===== src/rtl/mls_pkg.sv =====
// ----------------------------------------------------------------------------
// mls_pkg
// Shared types and constants for the markdown line styler: payload structs,
// style flag masks, token codes, character codes and the token list helper.
// ----------------------------------------------------------------------------
`timescale 1ns / 1ps

package mls_pkg;

  // Input item: start-of-document flag and text byte
  typedef struct packed {
    logic       mode;
    logic [7:0] text_byte;
  } mls_in_t;

  // Result item: style token, carried byte, end-of-run mark
  typedef struct packed {
    logic [4:0] token;
    logic [7:0] out_byte;
    logic       last;
  } mls_out_t;

  // Style flags
  localparam int unsigned FLAG_W = 11;
  typedef logic [FLAG_W-1:0] flags_t;

  localparam flags_t F_OVERRIDE  = 11'h001;
  localparam flags_t F_SYN_IN    = 11'h002;
  localparam flags_t F_IDDONE    = 11'h004;
  localparam flags_t F_SYNTAX    = 11'h008;
  localparam flags_t F_HEADER    = 11'h010;
  localparam flags_t F_ITAL      = 11'h020;
  localparam flags_t F_LIST      = 11'h040;
  localparam flags_t F_TAB       = 11'h080;
  localparam flags_t F_ALT       = 11'h100;
  localparam flags_t F_LINK      = 11'h200;
  localparam flags_t F_UNDERLINE = 11'h400;

  // Token codes
  localparam logic [4:0] TOK_LIT     = 5'd0;
  localparam logic [4:0] TOK_DEFAULT = 5'd1;
  localparam logic [4:0] TOK_LIST    = 5'd2;
  localparam logic [4:0] TOK_TAB     = 5'd3;
  localparam logic [4:0] TOK_OSQUARE = 5'd4;
  localparam logic [4:0] TOK_OPAREN  = 5'd5;
  localparam logic [4:0] TOK_ULINE   = 5'd6;
  localparam logic [4:0] TOK_H1      = 5'd7;
  localparam logic [4:0] TOK_H2      = 5'd8;
  localparam logic [4:0] TOK_H3      = 5'd9;
  localparam logic [4:0] TOK_ITALIC  = 5'd10;
  localparam logic [4:0] TOK_BOLD    = 5'd11;
  localparam logic [4:0] TOK_BOLDIT  = 5'd12;
  localparam logic [4:0] TOK_CSQUARE = 5'd13;
  localparam logic [4:0] TOK_CPAREN  = 5'd14;
  localparam logic [4:0] TOK_RESET   = 5'd15;
  localparam logic [4:0] TOK_ALT     = 5'd16;
  localparam logic [4:0] TOK_LINK    = 5'd17;
  localparam logic [4:0] TOK_CODE    = 5'd18;
  localparam logic [4:0] TOK_NLCODE  = 5'd19;

  // Character codes
  localparam logic [7:0] CH_HASH   = 8'h23;
  localparam logic [7:0] CH_STAR   = 8'h2A;
  localparam logic [7:0] CH_DASH   = 8'h2D;
  localparam logic [7:0] CH_GT     = 8'h3E;
  localparam logic [7:0] CH_LSQ    = 8'h5B;
  localparam logic [7:0] CH_RSQ    = 8'h5D;
  localparam logic [7:0] CH_LPAR   = 8'h28;
  localparam logic [7:0] CH_RPAR   = 8'h29;
  localparam logic [7:0] CH_EQ     = 8'h3D;
  localparam logic [7:0] CH_TICK   = 8'h60;
  localparam logic [7:0] CH_BSLASH = 8'h5C;
  localparam logic [7:0] CH_NL     = 8'h0A;
  localparam logic [7:0] CH_SPACE  = 8'h20;
  localparam logic [7:0] CH_TAB    = 8'h09;

  // Up to three tokens per item
  localparam logic [1:0] MAX_TOKS = 2'd3;

  typedef struct packed {
    logic [2:0][4:0] toks;
    logic [1:0]      n;
  } tok_buf_t;

  // Append a token, dropping it once the list is full
  function automatic tok_buf_t tb_push(tok_buf_t b, logic [4:0] t);
    tok_buf_t r;
    r = b;
    if (r.n != MAX_TOKS) begin
      r.toks[r.n] = t;
      r.n = r.n + 2'd1;
    end
    return r;
  endfunction

endpackage


===== src/rtl/markdown_line_styler.sv =====
// An accepted item is held in the input register, then loaded into the result
//   register, whose tokens are offered one per cycle while result_ready is high.
// Throughput: one item per cycle while items give at most one token and
//   result_ready is high; an item of n tokens (up to 3) stays until all are taken.
// Reset (rst, synchronous): clears style flags, marker count, previous byte
//   and both pipeline valid bits.
// ----------------------------------------------------------------------------
// markdown_line_styler
// Styles markdown text byte by byte into runs of style tokens plus the literal
// byte, tracking headers, emphasis, list/quote marks, links and code spans.
// ----------------------------------------------------------------------------
`timescale 1ns / 1ps

module markdown_line_styler #(
  parameter int unsigned COUNT_BITS = 8
) (
  input  logic              clk,
  input  logic              rst,
  input  logic              item_valid,
  output logic              item_ready,
  input  mls_pkg::mls_in_t  item,
  output logic              result_valid,
  input  logic              result_ready,
  output mls_pkg::mls_out_t result
);

  import mls_pkg::*;

  typedef logic [COUNT_BITS-1:0] cnt_t;

  typedef enum logic [2:0] {
    ACT_CONT,
    ACT_LIT,
    ACT_SYN,
    ACT_DEFS,
    ACT_NL
  } act_t;

  typedef struct packed {
    flags_t   flags;
    cnt_t     cnt;
    tok_buf_t tb;
    logic     again;
  } step_t;

  localparam cnt_t CNT_ONE   = cnt_t'(1);
  localparam cnt_t CNT_TWO   = cnt_t'(2);
  localparam cnt_t CNT_THREE = cnt_t'(3);

  // One pass over the byte in plain, override or code mode, then the
  // follow-up action (defaults, newline, code entry or literal)
  function automatic step_t run_pass(step_t si, logic [7:0] c, logic [7:0] prev);
    step_t  s;
    flags_t f;
    act_t   act;
    s = si;
    s.again = 1'b0;
    f = s.flags;
    act = ACT_CONT;
    if ((f & (F_OVERRIDE | F_SYN_IN)) == '0) begin
      case (c)
        CH_HASH: begin
          if ((f & (F_IDDONE | F_SYNTAX)) == '0) begin
            s.cnt = s.cnt + CNT_ONE;
            s.flags = s.flags | F_HEADER;
            act = ACT_CONT;
          end else begin
            act = ((f & F_SYNTAX) != '0) ? ACT_SYN : ACT_LIT;
          end
        end
        CH_STAR: begin
          if ((f & (F_HEADER | F_SYNTAX)) == '0) begin
            s.cnt = s.cnt + CNT_ONE;
            s.flags = s.flags | F_ITAL;
            act = ACT_CONT;
          end else begin
            act = ((f & F_SYNTAX) != '0) ? ACT_SYN : ACT_DEFS;
          end
        end
        CH_DASH, CH_GT, CH_EQ: begin
          if ((f & (F_IDDONE | F_HEADER | F_SYNTAX)) == '0) begin
            if (c == CH_DASH) begin
              s.tb = tb_push(s.tb, TOK_LIST);
              s.flags = s.flags | F_LIST;
            end else if (c == CH_GT) begin
              s.tb = tb_push(s.tb, TOK_TAB);
              s.flags = s.flags | F_TAB;
            end else begin
              s.tb = tb_push(s.tb, TOK_ULINE);
              s.flags = s.flags | F_UNDERLINE;
            end
          end
          if ((f & F_HEADER) != '0) act = ACT_DEFS;
          else if ((f & F_SYNTAX) != '0) act = ACT_SYN;
          else act = ACT_LIT;
        end
        CH_LSQ: begin
          if ((f & (F_HEADER | F_SYNTAX)) == '0) begin
            s.flags = s.flags | F_ALT | F_OVERRIDE;
            s.tb = tb_push(s.tb, TOK_OSQUARE);
            act = ACT_CONT;
          end else begin
            act = ((f & F_SYNTAX) != '0) ? ACT_SYN : ACT_DEFS;
          end
        end
        CH_LPAR: begin
          if ((f & (F_IDDONE | F_HEADER | F_SYNTAX)) == '0 && (f & F_LINK) != '0) begin
            s.flags = s.flags | F_OVERRIDE;
            s.tb = tb_push(s.tb, TOK_OPAREN);
            act = ACT_CONT;
          end else if ((f & F_HEADER) != '0) begin
            act = ACT_DEFS;
          end else if ((f & F_SYNTAX) != '0) begin
            act = ACT_SYN;
          end else begin
            act = ACT_LIT;
          end
        end
        CH_NL: act = ACT_NL;
        CH_SPACE, CH_TAB: act = ACT_LIT;
        CH_TICK: begin
          if ((f & F_HEADER) == '0) begin
            s.flags = s.flags | F_SYNTAX;
            s.cnt = s.cnt + CNT_ONE;
            act = ACT_LIT;
          end else begin
            act = ACT_DEFS;
          end
        end
        default: act = ACT_DEFS;
      endcase
    end else if ((f & F_OVERRIDE) != '0) begin
      // Override: closing brackets, emphasis close, alt/link coloring
      if ((f & F_HEADER) != '0) begin
        act = (c == CH_NL) ? ACT_NL : ACT_LIT;
      end else if (c == CH_RSQ) begin
        s.tb = tb_push(s.tb, TOK_CSQUARE);
        s.flags = F_LINK;
        act = ACT_CONT;
      end else if (c == CH_RPAR && (f & F_ALT) == '0) begin
        s.tb = tb_push(s.tb, TOK_CPAREN);
        s.flags = '0;
        act = ACT_CONT;
      end else if (c == CH_STAR) begin
        s.cnt = s.cnt - CNT_ONE;
        act = ACT_CONT;
      end else begin
        if (s.cnt == '0 && (f & F_ITAL) != '0) begin
          s.tb = tb_push(s.tb, TOK_RESET);
          s.flags = '0;
        end else if ((f & F_ALT) != '0) begin
          s.tb = tb_push(s.tb, TOK_ALT);
        end else if ((f & F_LINK) != '0) begin
          s.tb = tb_push(s.tb, TOK_LINK);
        end
        act = (c == CH_NL) ? ACT_NL : ACT_LIT;
      end
    end else begin
      // Code span: unescaped backtick closes one level
      if (prev != CH_BSLASH && c == CH_TICK) begin
        s.tb = tb_push(s.tb, TOK_DEFAULT);
        s.cnt = s.cnt - CNT_ONE;
        if (s.cnt == '0) s.flags = F_IDDONE;
        act = ACT_LIT;
      end else if (c == CH_NL) begin
        s.tb = tb_push(s.tb, TOK_NLCODE);
        act = ACT_CONT;
      end else begin
        if (s.cnt == '0) s.flags = F_IDDONE;
        act = ACT_LIT;
      end
    end

    // Default styling for content bytes
    if (act == ACT_DEFS) begin
      s.flags = s.flags & ~F_LINK;
      if ((s.flags & F_SYNTAX) != '0) begin
        act = ACT_SYN;
      end else begin
        if ((s.flags & F_HEADER) != '0) begin
          s.flags = s.flags | F_OVERRIDE;
          if (s.cnt == CNT_ONE) s.tb = tb_push(s.tb, TOK_H1);
          else if (s.cnt == CNT_TWO) s.tb = tb_push(s.tb, TOK_H2);
          else s.tb = tb_push(s.tb, TOK_H3);
        end else if ((s.flags & (F_LIST | F_TAB)) != '0) begin
          s.tb = tb_push(s.tb, TOK_DEFAULT);
        end
        if ((s.flags & F_ITAL) != '0) begin
          if (s.cnt == CNT_ONE) s.tb = tb_push(s.tb, TOK_ITALIC);
          else if (s.cnt == CNT_TWO) s.tb = tb_push(s.tb, TOK_BOLD);
          else if (s.cnt == CNT_THREE) s.tb = tb_push(s.tb, TOK_BOLDIT);
          s.flags = s.flags | F_OVERRIDE;
        end
        s.flags = s.flags | F_IDDONE;
        act = ACT_LIT;
      end
    end else if (act == ACT_NL) begin
      if ((s.flags & F_SYNTAX) != '0) begin
        act = ACT_SYN;
      end else begin
        s.flags = '0;
        s.cnt = '0;
        s.tb = tb_push(s.tb, TOK_DEFAULT);
        act = ACT_LIT;
      end
    end

    // Enter code mode and run again, or emit the byte
    if (act == ACT_SYN) begin
      s.flags = s.flags | F_SYN_IN;
      s.tb = tb_push(s.tb, TOK_CODE);
      s.again = 1'b1;
    end else if (act == ACT_LIT) begin
      s.tb = tb_push(s.tb, TOK_LIT);
    end
    return s;
  endfunction

  // Architectural state
  flags_t     flags;
  cnt_t       marker_count;
  logic [7:0] prev_byte;

  // Input register
  logic     s1_valid;
  mls_in_t  s1_item;
  logic     s1_move;

  // Result register: token list drained one per cycle while result_ready is high
  logic            buf_valid;
  logic [2:0][4:0] buf_toks;
  logic [7:0]      buf_byte;
  logic [1:0]      buf_n;
  logic [1:0]      buf_idx;
  logic            buf_last;

  // Next-state computation
  step_t      st_init;
  step_t      st_a;
  step_t      st_b;
  step_t      st_next;
  logic [7:0] prev_byte_next;

  always_comb begin
    st_init = '{flags: flags, cnt: marker_count, tb: '0, again: 1'b0};
    st_a = run_pass(st_init, s1_item.text_byte, prev_byte);
    st_b = st_a.again ? run_pass(st_a, s1_item.text_byte, prev_byte) : st_a;
    prev_byte_next = prev_byte;
    if (s1_item.mode) begin
      st_next = '0;
      st_next.tb = tb_push(tok_buf_t'('0), TOK_DEFAULT);
      prev_byte_next = '0;
    end else if (s1_item.text_byte == '0) begin
      st_next = st_init;
    end else begin
      st_next = st_b;
      prev_byte_next = s1_item.text_byte;
    end
  end

  // Handshake
  assign buf_last     = (buf_idx == (buf_n - 2'd1));
  assign s1_move      = s1_valid && (!buf_valid || (result_ready && buf_last));
  assign item_ready   = !s1_valid || s1_move;
  assign result_valid = buf_valid;

  always_comb begin
    result.token    = buf_toks[buf_idx];
    result.out_byte = (buf_toks[buf_idx] == TOK_LIT) ? buf_byte : 8'd0;
    result.last     = buf_last;
  end

  // Input register
  always_ff @(posedge clk) begin
    if (rst) begin
      s1_valid <= 1'b0;
    end else if (item_ready) begin
      s1_valid <= item_valid;
    end
    if (item_ready && item_valid) begin
      s1_item <= item;
    end
  end

  // State update and result register load/drain
  always_ff @(posedge clk) begin
    if (rst) begin
      flags        <= '0;
      marker_count <= '0;
      prev_byte    <= '0;
      buf_valid    <= 1'b0;
      buf_idx      <= '0;
    end else if (s1_move) begin
      flags        <= st_next.flags;
      marker_count <= st_next.cnt;
      prev_byte    <= prev_byte_next;
      buf_valid    <= (st_next.tb.n != 2'd0);
      buf_idx      <= '0;
    end else if (buf_valid && result_ready) begin
      if (buf_last) begin
        buf_valid <= 1'b0;
      end else begin
        buf_idx <= buf_idx + 2'd1;
      end
    end
    if (s1_move) begin
      buf_toks <= st_next.tb.toks;
      buf_n    <= st_next.tb.n;
      buf_byte <= s1_item.text_byte;
    end
  end

`ifndef SYNTHESIS
  // A held result run is never empty and the index stays inside it
  a_buf_range: assert property (@(posedge clk) disable iff (rst)
    buf_valid |-> (buf_n != 2'd0 && buf_idx < buf_n))
    else $error("result index outside token run");

  // A NUL text byte leaves all style state alone
  a_nul_hold: assert property (@(posedge clk) disable iff (rst)
    (s1_move && !s1_item.mode && s1_item.text_byte == 8'd0) |=>
      (flags == $past(flags) && marker_count == $past(marker_count) &&
       prev_byte == $past(prev_byte)))
    else $error("NUL byte changed styler state");

  // Start of document clears state and gives a single default token
  a_doc_start: assert property (@(posedge clk) disable iff (rst)
    (s1_move && s1_item.mode) |=>
      (flags == '0 && marker_count == '0 && buf_valid && buf_n == 2'd1 &&
       buf_toks[0] == TOK_DEFAULT))
    else $error("start of document not handled");
`endif

endmodule

===== config.mk =====
export PLATFORM = sky130hd
export DESIGN_NAME = markdown_line_styler
export DESIGN_NICKNAME = d
export VERILOG_FILES = /design/src/rtl/mls_pkg.sv /design/src/rtl/markdown_line_styler.sv
export SDC_FILE = /design/constraint.sdc
export NUM_CORES = 1
export LEC_CHECK = 0
export BUFFER_PORTS_ARGS = -buffer_cell sky130_fd_sc_hd__buf_2
export CORE_ASPECT_RATIO = 0.75
export CORE_MARGIN = 2
export CORE_UTILIZATION = 25
export DETAILED_ROUTE_END_ITERATION = 7
export PLACE_DENSITY = 0.36
export SLEW_MARGIN = 20
export SYNTH_ARGS = -nofsm -noshare
export SYNTH_HDL_FRONTEND = slang
export SYNTH_SLANG_ARGS = --single-unit

===== constraint.sdc =====
create_clock -name clk -period 4.6 [get_ports clk]
set_clock_uncertainty 0.05 [all_clocks]
set_input_delay 0.69 -clock clk [delete_from_list [all_inputs] [get_ports clk]]
set_output_delay 0.69 -clock clk [all_outputs]
set_load 0.005 [all_outputs]

; Yosys cells after proc, flatten, opt, wreduce, memory -nomap -nowiden
; Index checks and enable logic that the tools add are counted.
[classes]
reduce_logical = 53
n_bitwise = 89
add_sub_neg = 13
eq_ne = 37
order_cmp = 15
muxes = 219
[op_table]
columns = operator, n
row1 = 2-to-1 mux 17 bit, 71
row2 = 2-to-1 mux 36 bit, 10
row3 = 2-to-1 mux 11 bit, 30
row4 = zero test 11 bit, 12
row5 = one-hot mux 11 bit (6 select lines), 2
row6 = 2-to-1 mux 37 bit, 3
row7 = bitwise AND 9 bit, 12
row8 = inverter 9 bit, 12
row9 = 2-to-1 mux 8 bit, 13
row10 = one-hot mux 17 bit (3 select lines), 2
row11 = bitwise AND 12 bit, 8
row12 = inverter 12 bit, 8
row13 = 2-to-1 mux 5 bit, 15
row14 = OR 6 bit, 12
row15 = demux 5 bit (select 2 bit), 7
row16 = "== test 8 x 6 -> 1 bit, second input constant", 8
row17 = OR 9 bit, 7
row18 = 2-to-1 mux 7 bit, 8
row19 = 2-to-1 mux 3 bit, 17
row20 = one-hot mux 8 bit (3 select lines), 2
row21 = bitwise AND 6 bit, 7
row22 = inverter 6 bit, 7
row23 = one-hot mux 3 bit (7 select lines), 2
row24 = zero test 8 bit, 5
row25 = 39 further kinds, 146
[word_totals]
input_bits = 13
wordCells = 440
register_bits = 65
out_inout_bits = 16

; Depth between registers and ports, before layout
; Gate-level depths: netlist (run 1).
[logic_depth]
depth_word = 98
depth_mapped = 20
depth_no_buf = 19

; Least setup slack after synthesis (run 1)
; Ideal clock, no wire load.
[synth_timing]
kind = reg2reg
start = reg marker_count[0]
end = reg buf_toks[6] (netlist bit) (data pin)
slack_ps = -125
setup_ps = 268
required_ps = 4282
stages_incl_launch_ff = 21
period_less_slack_ps = 4725
n_path_buf = 2
arrival_time_ps = 4406
path_cell_list = dfxtp_1 > buf_1 > inv_1 > ha_1 > or4b_1 > nor2_1 > nand3_1 > a31oi_1 > nor2_1 > inv_1 > ha_1 > clkbuf_1 > o221a_2 > nand4_1 > o41a_1 > a2111oi_4 > o21ai_1 > nand4_1 > a21oi_2 > o31ai_1 > a21oi_1
[synth_between]
elab_chain_len = 64
word_cells_on_any_way = 280
cone_classes = add/sub (10) / order compare (14) / eq/ne (19) / mux (168) / bitwise (46) / reduce/logical (23)
[synth_rtl]
columns = item, line
row1 = from (decl), markdown_line_styler.sv:221  ; cnt_t marker_count;
row2 = from (signal assigned), markdown_line_styler.sv:295  ; marker_count <= st_next.cnt;
row3 = branches (longest 8 deep; another with subtractor 8 x 1 -> 8 bit), -
row4 = 2-to-1 mux 36 bit (*), markdown_line_styler.sv:60  ; if ((f & (F_OVERRIDE | F_SYN_IN)) == '0) begin
row5 = "adder 2 x 1 -> 2 bit, or another cell as far along", mls_pkg.sv:91  ; r.n = r.n + 2'd1;
row6 = 2-to-1 mux 17 bit or logical AND 1 bit (tied branches), "mls_pkg.sv:89, mls_pkg.sv:90"
row7 = 2-to-1 mux 17 bit or 2-to-1 mux 5 bit (tied branches), "markdown_line_styler.sv:183, mls_pkg.sv:90"
row8 = 2-to-1 mux 17 bit or demux 5 bit (select 2 bit) (tied branches), "markdown_line_styler.sv:182, mls_pkg.sv:90"
row9 = "2-to-1 mux 17 bit, or another cell as far along", markdown_line_styler.sv:180  ; if ((s.flags & F_HEADER) != '0) begin
row10 = "2-to-1 mux 17 bit, or another cell as far along", markdown_line_styler.sv:177  ; if ((s.flags & F_SYNTAX) != '0) begin
row11 = [... 41 more ...], -
row12 = 2-to-1 mux 5 bit (implied by the code) or 2-to-1 mux 17 bit (tied branches), "mls_pkg.sv:90, markdown_line_styler.sv:188"
row13 = demux 5 bit (select 2 bit) or 2-to-1 mux 17 bit (tied branches), "mls_pkg.sv:90, markdown_line_styler.sv:177"
row14 = inverter 15 bit (no line) or 2-to-1 mux 17 bit (tied branches), -
row15 = bitwise AND 15 bit (no line), -
row16 = 2-to-1 mux 17 bit, mls_pkg.sv:89  ; if (r.n != MAX_TOKS) begin
row17 = 2-to-1 mux 17 bit, markdown_line_styler.sv:213  ; end else if (act == ACT_LIT) begin
row18 = 2-to-1 mux 17 bit, markdown_line_styler.sv:209  ; if (act == ACT_SYN) begin
row19 = 2-to-1 mux 37 bit (*), markdown_line_styler.sv:247  ; st_b = st_a.again ? run_pass(st_a, s1_item.text_byte, prev_byte) : st_a;
row20 = to (signal assigned), markdown_line_styler.sv:307  ; buf_toks <= st_next.tb.toks;
row21 = to (decl), markdown_line_styler.sv:231  ; logic [2:0][4:0] buf_toks;
; Every way passes the cells marked *. The select of a mux whose other input is x is not followed.
; A chain may end at the register's enable or synchronous reset.

; Final worst setup path (run 1)
[layout_timing]
start = reg s1_item[5] (netlist bit)
end = reg buf_toks[10] (netlist bit) (data pin)
[layout_between]
elab_chain_len = 62
word_cells_on_any_way = 308
cone_classes = add/sub (8) / order compare (14) / eq/ne (34) / mux (180) / bitwise (45) / reduce/logical (27)
[layout_rtl]
columns = item, line
row1 = from (decl), markdown_line_styler.sv:226  ; mls_in_t s1_item;
row2 = from (signal assigned), markdown_line_styler.sv:281  ; s1_item <= item;
row3 = "== test 8 x 6 -> 1 bit, on equally long branches", "markdown_line_styler.sv:61, markdown_line_styler.sv:144, markdown_line_styler.sv:140"
row4 = 2-to-1 mux 7 bit or logical AND 1 bit (tied branches), "markdown_line_styler.sv:144, markdown_line_styler.sv:140"
row5 = 2-to-1 mux 7 bit, markdown_line_styler.sv:140  ; end else if (c == CH_RPAR && (f & F_ALT) == '0) begin
row6 = 2-to-1 mux 7 bit, markdown_line_styler.sv:136  ; end else if (c == CH_RSQ) begin
row7 = 2-to-1 mux 36 bit, markdown_line_styler.sv:134  ; if ((f & F_HEADER) != '0) begin
row8 = 2-to-1 mux 36 bit, markdown_line_styler.sv:132  ; end else if ((f & F_OVERRIDE) != '0) begin
row9 = 2-to-1 mux 36 bit, markdown_line_styler.sv:60
row10 = "adder 2 x 1 -> 2 bit, or another cell as far along", mls_pkg.sv:91
row11 = [... 46 more ...], -
row12 = 2-to-1 mux 5 bit (implied by the code) or 2-to-1 mux 17 bit (tied branches), "mls_pkg.sv:90, markdown_line_styler.sv:188"
row13 = demux 5 bit (select 2 bit) or 2-to-1 mux 17 bit (tied branches), "mls_pkg.sv:90, markdown_line_styler.sv:177"
row14 = inverter 15 bit (no line) or 2-to-1 mux 17 bit (tied branches), -
row15 = bitwise AND 15 bit (no line), -
row16 = 2-to-1 mux 17 bit, mls_pkg.sv:89
row17 = 2-to-1 mux 17 bit, markdown_line_styler.sv:213
row18 = 2-to-1 mux 17 bit, markdown_line_styler.sv:209
row19 = 2-to-1 mux 37 bit, markdown_line_styler.sv:247
; Several ways; a longest one is shown, not always the timed one. The select of a mux whose other input is x is not followed.

==> flow_summary_export.csv, run 1 <==
group,metric,value,unit
status,status,"finished, final reports clean",
layout,layout.nets,1020,
global_routing,grt_busiest_layer,"met1",
power,p_per_area,184.6,nW/µm²
floorplan,num_rows,51,
synthesis,ys_warn_count,0,
sta,finalHoldViolations,0,
power,p_leak,3.315,nW
synthesis,ys_seq_elements,64,
sta,fmax,224.9,MHz
global_routing,grt_use_met1,0.3266,
sta,finalCriticalPeriod,4.447,ns
sta,slew_headroom,0.4033,
placement,dp_hpwl,23.94,mm
worst_setup_path,setup.worst_path.end_class,"register",
worst_setup_path,crit_fanout,8,
synthesis,async_reset_ff_frac,0,
routing,drt_iter0_drc,555,
power,ir_drop,0.1807,mV
cts,clkTransAtPathRegs,0.06,ns
floorplan,start_util,0.2535,
cts,clockBufferDepth,2,
layout,drive_gt1_frac,0.3081,
global_routing,grt_max_degree,31,
synthesis,ys_types,113,
cts,htree_levels,3,
sta,worst_pin_slew,0.8917,ns
floorplan,boundaryPins,29,
routing,vias,7473,
placement,placed_area,8063,µm²
global_routing,grt_pass1_vias,7090,
global_routing,grt_pass1_wl,45.81,mm
synthesis,synth_edf_count,34,
worst_setup_path,critical_path_arrival,4.49,ns
synthesis,syn_nets,867,
synthesis,yosysTopAreaCell,"edfxtp_1",
floorplan,core,25840,µm²
worst_hold_path,hold_path_class,"register to register",
global_routing,grt_use_met2,0.3217,
global_routing,use_met3,0.06989,
routing,drt-total-wl,30.40,mm
synthesis,avgSynthCellArea,7.754,µm²
routing,routedWlPerCell,22.57,µm
worst_setup_path,start_kind,"register",
cts,cts_tree,"done",
routing,drtAntennaViolNets,0,
sta,setup_viol,0,
cts,cts.sinks,64,
sta,slew_viol_final,0,
placement,gp_congestion,0.9235,
synthesis,syn_area,6553,µm²
global_routing,grt.overflow.total,0,
layout,fin_area,8771,µm²
synthesis,synth.area.top_cells,"edfxtp_1 16%, dfxtp_1 9.2%, a21oi_1 4.9%",
routing,dr.pass1.iters,5,
layout,fill_cells,2761,
routing,viasPerCell,5.548,
sta,finalCritPeriodShare,0.9668,
cts,cts_buffers,9,
cts,ctsHoldBuffers,0,
placement,portBuffers,28,
global_routing,antenna_found_initial,0,
placement,placedCellCount,1312,
global_routing,track_usage,0.2251,
cts,clockRootBuffer,"clkbuf_16",
floorplan,die_w,190.9,µm
synthesis,yosysTopAreaCellShare,0.1558,
layout,area_growth,33.86,%
layout,fin_cells,1347,
floorplan,die_area,27530,µm²
sta,rsz0062_at_grt,"yes",
job,cap_viol_max_count,0,
floorplan,die_h,144.2,µm
worst_setup_path,crit_required,4.64,ns
worst_setup_path,crit_type,"register to register",
synthesis,postSynthCellCount,845,
layout,antenna_cells,0,
routing,route.detailed.drc,0,
cts,clock_latency,0.36,ns
synthesis,yosysSeqAreaShare,0.2475,
synthesis,ys.flop_type,"edfxtp_1",
state kept, by name, indices dropped and copies added (netlist names):
signal	flops
buf_idx	2
buf_byte	8
s1_valid	1
s1_item	9
marker_count	8
buf_toks	15
prev_byte	8
flags	10
buf_n	2
result_valid	1
metrics by stage:
step                      utilization  power [W]  worst slack (ns)  TNS (ns)  hold WS, ns
after CTS                      0.3246   0.001633           0.03399         0       0.4350
after detailed placement       0.3120  0.0008390           0.01336         0       0.4260
final                          0.3394   0.001619            0.1529         0       0.4321
after floorplan                     -  0.0007498           0.02006         0       0.3858
after global routing           0.3394   0.001678          -0.03316   -0.1002       0.4563
after global placement         0.3120  0.0008424          -0.02832  -0.06438       0.4256
placed cells by master (no fill, tap or decap), types with 6 or more instances in the layout:
cell,synthesis,layout
nand4_1,10,10
o211ai_1,11,11
a31oi_1,20,16
o21a_1,9,9
dfxtp_1,30,29
a21oi_1,64,63
inv_1,16,15
o21ai_0,58,58
or3_1,11,10
o22ai_1,9,8
nor2_1,82,80
buf_4,6,163
buf_2,13,28
nand2b_1,8,8
nand3_1,39,37
ha_1,9,7
xnor2_1,6,6
edfxtp_1,34,34
and3_1,11,11
a21o_1,11,11
or4_1,6,6
nand2_1,82,81
and2_1,19,19
a211oi_1,16,13
mux2i_1,12,11
a22oi_1,13,13
a211o_1,6,6
nor3_1,24,21
clkbuf_16,0,9
repair_timing:
action	CTS	global route
gates resized for setup	1	48
pin swaps	0	16
buffers inserted	0	19
endpoints found under the setup margin	2	22
power by group:
group / internal [W] / leakage, nW / switching [W]
Clock: 0.000475 / 0.149 / 0.000305
Combinational: 0.0000811 / 2.59 / 0.000125
Sequential: 0.000620 / 0.573 / 0.0000123
cells by family after synthesis:
group	after synthesis	synth area share
AOI/OAI and AO/OA	316	0.3405
xor gates and xnor gates	13	0.01967
adders and majority gates	9	0.01719
buffers and inverters	72	0.04831
DFF	64	0.2475
muxes	14	0.02215
and+or+nand+nor	357	0.3048
area by class of cell:
class	count	area, µm²	area share
clock buffer	9	225.2	0.02568
clock inverter	7	96.34	0.01098
inverter	18	67.56	0.007703
multi-input combinational	709	4873	0.5556
sequential	64	1623	0.1850
tap	344	430.4	0.04907
timing repair buffer	196	1455	0.1659
worst max-delay path, cell delays in order, from the launching register on:
cell and delay, ns:
edfxtp_1 0.48, or4b_4 0.52, buf_4 0.21, nor3_4 0.24, mux2i_1 0.22, o21ai_0 0.16, a32o_2 0.33, or3_4 0.43
or4_4 0.51, o211ai_1 0.23, o211ai_1 0.16, a211o_1 0.31, nand3_1 0.07, a31o_1 0.16, o311ai_2 0.10
cell usage after synthesis, drive strengths merged (16+ instances only):
| cell | number |
|---|---|
| edfxtp | 34 |
| o21ai | 66 |
| clkbuf | 30 |
| nand3 | 40 |
| and2 | 21 |
| dfxtp | 30 |
| inv | 16 |
| nand2 | 84 |
| buf | 24 |
| a21oi | 69 |
| a31oi | 20 |
| nor2 | 85 |
| nor3 | 29 |
| a211oi | 18 |
metal layers:
layer	up-vias	wire [µm]
li1	3579	-
met1	3618	15360
met2	257	12210
met3	19	2486
met4	0	339
met5	-	0
path summary, 6_finish.rpt:
kind              startpoint      endpoint  slack (ns)  cells after the start
setup reg to reg  s1_item[5]  buf_toks[10]        0.15                     14
hold reg to reg     flags[6]      flags[6]        0.43                      2
setup / recovery  s1_item[5]  buf_toks[10]        0.15                     14
hold / removal      flags[6]      flags[6]        0.43                      2
No activity file was read; power rests on OpenSTA's default activity.
==> run 2: changes to the inputs <==
Settings changed: CORE_UTILIZATION 25 to 49, PLACE_DENSITY 0.36 to 0.64.
==> run 2 against run 1 <==
Compared with the run above: hold slack better by 0.021 ns; critical path depth up 1; worst setup slack worse by 0.14 ns; sequential power about the same; cell area down 3.4%; clock-buffer cell count up 1; critical path type unchanged; largest cell class unchanged.
==> flow_summary_export.csv, run 2 (same netlist as run 1, synthesis figures left out) <==
group,metric,value,unit
placement,portBuffers,28,
placement,dp_hpwl,21.61,mm
routing,dr.pass1.iters,6,
power,power_switching,0.0004349,W
worst_setup_path,start_kind,"register",
worst_hold_path,min_to,"buf_byte[4]",
layout,fin_cells,1162,
floorplan,core,13020,µm²
routing,drt-total-wl,28.91,mm
sta,worst_pin_slew,0.9518,ns
power,p_clk_frac,0.501,
layout,area_growth,29.27,%
placement,gp_congestion,1.027,
layout,fill_cells,1099,
routing,vias,8210,
power,swShare,0.2587,
sta,setup_slack,0.01687,ns
routing,routedWlPerCell,24.88,µm
cts,clockRootBuffer,"clkbuf_16",
floorplan,num_rows,36,
cts,cts.sinks,64,
worst_setup_path,critical_path_arrival,4.62,ns
floorplan,boundaryPins,29,
worst_setup_path,crit_required,4.63,ns
sta,setup_viol,0,
routing,route.detailed.drc,0,
worst_setup_path,cp_slowest_cell,"or4_4",
power,ir_drop,0.1929,mV
worst_setup_path,reg2reg_to,"buf_toks[10]",
power,p_per_area,198.5,nW/µm²
global_routing,grt.overflow.total,0,
floorplan,die_area,14320,µm²
global_routing,grt_pass1_wl,42.55,mm
placement,place_ws,-0.05398,ns
routing,viasPerCell,7.065,
sta,fmax,218.2,MHz
worst_setup_path,r2r_slack,0.02,ns
job,cap_viol_max_count,0,
sta,finalCritPeriodShare,0.9963,
power,intPower,0.001246,W
routing,drtAntennaViolNets,0,
cts,cts_buffers,9,
worst_setup_path,setup.worst_path.end_class,"register",
global_routing,grt_max_degree,31,
worst_hold_path,hold_depth,0,
worst_setup_path,crit_type,"register to register",
cts,ctsHoldBuffers,0,
worst_hold_path,hold_path_startpoint,"s1_item[4]",
power,p_leak,3.263,nW
sta,fin_setup_tns,0,ns
layout,largest_reg_flops,15,
status,status,"finished, final reports clean",
layout,drive_gt1_frac,0.3051,
floorplan,die_w,137.5,µm
sta,slew_viol_final,0,
sta,finalHoldViolations,0,
worst_setup_path,cpPeakStageDelay,0.63,ns
layout,layout.nets,1007,
cts,clkTransAtPathRegs,0.06,ns
worst_setup_path,r2r_start,"s1_item[2]",
routing,drt_iter0_drc,1241,
worst_setup_path,path_cells,"buf_4, nor4bb_4, nand4_4, buf_4, a31oi_1, mux2i_1, o21a_1, nand3_2, or4_4, o211ai_1, o211ai_1, a211o_1, nand3_2, a31o_1, o311ai_2",
global_routing,grt_pass1_vias,7380,
sta,finalCriticalPeriod,4.583,ns
global_routing,track_usage,0.3913,
power,p_seq_frac,0.376,
worst_setup_path,reg2reg_depth,15,
cts,clock_latency,0.35,ns
sta,slew_headroom,0.3655,
layout,reg_top3,"buf_toks: 15 flops, flags: 10 flops, s1_item: 9 flops",
cts,cts_tree,"done",
cts,clockBufferDepth,2,
layout,top_register,"buf_toks",
floorplan,die_h,104.1,µm
layout,mostFrequentLayoutCells,"152 x buf_4, 80 x nand2_1, 78 x nor2_1",
worst_hold_path,hold_path_class,"register to register",
global_routing,antenna_found_initial,1,
power,comb_power_share,0.123,
layout,final_common_cell,"buf_4",
worst_setup_path,crit_fanout,7,
floorplan,start_util,0.5034,
placement,placedCellCount,1120,
sta,rsz0062_at_grt,"yes",
cts,htree_levels,3,
## run 2: routing by layer
metal  GRT usage  up-vias  share of wire
met1      0.5649     3850           0.41
met5           0        -              0
met3      0.1223      123           0.14
met4      0.1274        0          0.036
li1            -     3541              -
met2      0.5490      696           0.41
## run 2: metrics by stage
stage          utilization  cell area [µm²]  hold slack [ns]  total power, W
2_1_floorplan            -             6559           0.3858       0.0007498
3_3_place_gp        0.5883             7659           0.4078       0.0008164
3_5_place_dp        0.5889             7666           0.4284       0.0008235
4_1_cts             0.6194             8063           0.4385        0.001656
5_1_grt             0.6505             8468           0.4634        0.001717
6_report            0.6507             8471           0.4526        0.001681
## run 2: how the worst max path moves through the flow
stage / slack, ns / to / start
2_1_floorplan: 0.02 / buf_toks[6] / marker_count[0]
3_5_place_dp: -0.05 / buf_toks[10] / s1_item[5]
3_3_place_gp: -0.03 / buf_toks[5] / marker_count[0]
4_1_cts: 0.002 / buf_toks[10] / marker_count[0]
6_report: 0.02 / buf_toks[10] / s1_item[2]
5_1_grt: -0.08 / buf_toks[10] / s1_item[2]
## run 2: cell type report
type	instances	area [µm²]	area share
tap	171	214.0	0.02526
timing repair buffer	183	1324	0.1563
antenna	1	2.502	0.0002954
clock buffer	10	239.0	0.02821
inverter	18	67.56	0.007976
sequential	64	1623	0.1916
multi-input combinational	709	4885	0.5767
clock inverter	6	116.4	0.01374
## run 2: worst max-delay path: cells and delay by family (launching register included)
kind,cells,cell delay [ns]
AOI/OAI and AO/OA,7,1.53
and+or+nand+nor,5,1.57
DFF,1,0.45
muxes,1,0.29
buffers and inverters,2,0.42
## run 2: power groups by stage
stage	clock network (W)	registers, W	logic [W]
2_1_floorplan	0	0.000641	0.000109
3_3_place_gp	0	0.000647	0.000170
3_5_place_dp	0	0.000649	0.000174
4_1_cts	0.000840	0.000636	0.000180
5_1_grt	0.000865	0.000633	0.000219
6_report	0.000842	0.000631	0.000207
## run 2: what timing repair did
action	4_1_cts	5_1_grt
setup endpoints to repair	5	21
pin swaps	1	16
setup buffers	4	21
gates resized for setup	3	54
==> run 3: changes to the inputs <==
Settings changed: CORE_ASPECT_RATIO 0.75 to 0.8, GPL_TIMING_DRIVEN set to 0.
==> run 3 against run 2 <==
Compared with the run above: the flow now finishes with violations (negative setup slack); hold slack lost 0.020 ns; clock power is 13% lower; global-route usage is 0.49 points lower; critical path depth is 3 higher; first-iteration DRC count increased by 1.9%; core utilization shrank 2.1 points; clock-buffer cell count stayed put; die area about the same; non-clock buffer count decreased by 55; sequential share of layout area up 0.76 points; routed wire length fell by 3.0%; largest cell class unchanged.
==> flow_summary_export.csv, run 3 (same netlist as run 1, synthesis figures left out) <==
group,metric,value,unit
worst_setup_path,cp-endpoint,"buf_n[0]",
worst_setup_path,start_kind,"register",
worst_setup_path,crit_fanout,9,
routing,route.detailed.drc,0,
cts,cts_buffers,9,
routing,drt-total-wl,28.04,mm
worst_setup_path,path_cells,"or4b_1, buf_4, nor4_4, a21oi_1, o2bb2ai_1, o22ai_2, inv_2, ha_4, inv_4, nor2_1, mux2_4, or4b_4, o211a_4, a21oi_4, mux2i_2, o21a_1, or3_1, nand3_1",
worst_setup_path,setup.worst_path.end_class,"register",
layout,final_common_cell,"nand2_1",
sta,slew_viol_final,0,
power,p_per_area,191.4,nW/µm²
worst_setup_path,reg2reg_to,"buf_n[0]",
routing,drt_iter0_drc,1264,
layout,largest_reg_flops,15,
worst_hold_path,hold_path_class,"register to register",
global_routing,grt_pass1_wl,42.23,mm
placement,dp_hpwl,20.11,mm
worst_setup_path,critical_path_arrival,4.97,ns
worst_setup_path,cpPeakStageDelay,0.53,ns
routing,viasPerCell,7.175,
sta,finalCritPeriodShare,1.047,
power,p_leak,2.926,nW
floorplan,die_area,14320,µm²
worst_setup_path,r2r_slack,-0.22,ns
sta,rsz0062_at_grt,"yes",
placement,portBuffers,27,
worst_setup_path,crit_type,"register to register",
worst_setup_path,critPathTopFamily,"simple AND/OR/NAND/NOR gates",
layout,area_growth,24.65,%
layout,mostFrequentLayoutCells,"79 x nand2_1, 75 x nor2_1, 59 x a21oi_1",
worst_setup_path,crit_required,4.75,ns
worst_setup_path,reg2reg_depth,18,
global_routing,antenna_found_initial,0,
status,violations,"negative setup slack",
sta,finalHoldViolations,0,
cts,cts.sinks,64,
worst_setup_path,startpoint,"s1_item[4]",
cts,clkTransAtPathRegs,0.06,ns
cts,clock_latency,0.35,ns
routing,wl_met3,4.048,mm
placement,place_ws,-1.322,ns
global_routing,grt_max_degree,30,
routing,routedWlPerCell,25.26,µm
sta,worst_pin_slew,0.9736,ns
sta,slew_headroom,0.3466,
floorplan,die_w,133.3,µm
power,ir_drop,0.1822,mV
cts,cts_tree,"done",
floorplan,core,12960,µm²
worst_setup_path,r2r_start,"s1_item[4]",
sta,setup_slack,-0.2170,ns
layout,top_register,"buf_toks",
sta,setup_viol,11,
routing,wl_met2,11.82,mm
routing,met1_length,11.14,mm
global_routing,grt_pass1_vias,7241,
layout,layout.nets,952,
power,power,0.001563,W
job,cap_viol_max_count,0,
floorplan,start_util,0.5055,
sta,finalCriticalPeriod,4.817,ns
routing,dr.pass1.iters,6,
layout,reg_top3,"buf_toks: 15 flops, flags: 10 flops, s1_item: 9 flops",
worst_setup_path,critPathBufInv,3,
layout,antenna_cells,0,
sta,fmax,207.6,MHz
floorplan,boundaryPins,29,
routing,vias,7964,
worst_setup_path,cp_slowest_cell,"or4b_1",
status,status,"complete, but fails checks",
routing,drtAntennaViolNets,0,
global_routing,grt.overflow.total,0,
cts,htree_levels,3,
routing,top_layer,"met4",
cts,clockBufferDepth,2,
floorplan,num_rows,37,
placement,gp_congestion,1.073,
worst_hold_path,hold_depth,0,
cts,clockRootBuffer,"clkbuf_16",
layout,drive_gt1_frac,0.2674,
worst_setup_path,cp.depth,18,
global_routing,track_usage,0.3865,
floorplan,die_h,107.4,µm
-- run 3: layer usage --
layer / up-vias / GRT usage
met4: 0 / 0.1315
li1: 3432 / -
met2: 640 / 0.5777
met5: - / 0
met3: 107 / 0.1234
met1: 3785 / 0.5264
-- run 3: report_power, final --
part	switching (W)	internal, W
registers	0.0000115	0.000620
clock network	0.000293	0.000436
logic	0.000131	0.0000712
-- run 3: final cells by class --
type                    count  area [µm²]
plain buffers              51       277.8
clock buffers              10       239.0
clock inverters             6       67.56
fillers                  1137        4795
inverters                  18       85.08
multi-input cells         709        5130
flip-flops and latches     64        1627
well taps                 175       219.0
repair buffers             77       523.0
-- run 3: what timing repair did --
item | in CTS | in global routing
setup buffers | 26 | 24
pin swaps | 22 | 37
endpoints found under the hold margin | 0 | 0
hold buffers | 0 | 0
endpoints found under the setup margin | 35 | 25
gates resized for setup | 76 | 60
-- run 3: worst reg2reg max path: stages (launching register included) --
cell and delay (ns):
edfxtp_1 0.41, or4b_1 0.53, buf_4 0.21, nor4_4 0.47, a21oi_1 0.22, o2bb2ai_1 0.25
o22ai_2 0.16, inv_2 0.19, ha_4 0.18, inv_4 0.04, nor2_1 0.11, mux2_4 0.16
or4b_4 0.51, o211a_4 0.23, a21oi_4 0.17, mux2i_2 0.09, o21a_1 0.20, or3_1 0.39
nand3_1 0.11
-- run 3: worst min-delay path by stage --
stage,from,endpoint
after global routing,s1_item[6],buf_byte[6]
final,s1_item[6],buf_byte[6]
after detailed placement,s1_item[4],buf_byte[4]
after CTS,s1_item[6],buf_byte[6]
after floorplan,s1_item[4],buf_byte[4]
after global placement,s1_item[6],buf_byte[6]
-- run 3: per-stage QoR --
step	utilization	instances	setup TNS, ns	instance area, µm²	hold slack [ns]
after CTS	0.5984	1087	0	7756	0.4326
after detailed placement	0.5339	1047	-28.23	6920	0.4151
after floorplan	-	845	0	6559	0.3858
final	0.6301	1110	-1.214	8168	0.4330
after global routing	0.6301	1110	-1.985	8168	0.4592
after global placement	0.5333	1047	-30.42	6913	0.4106
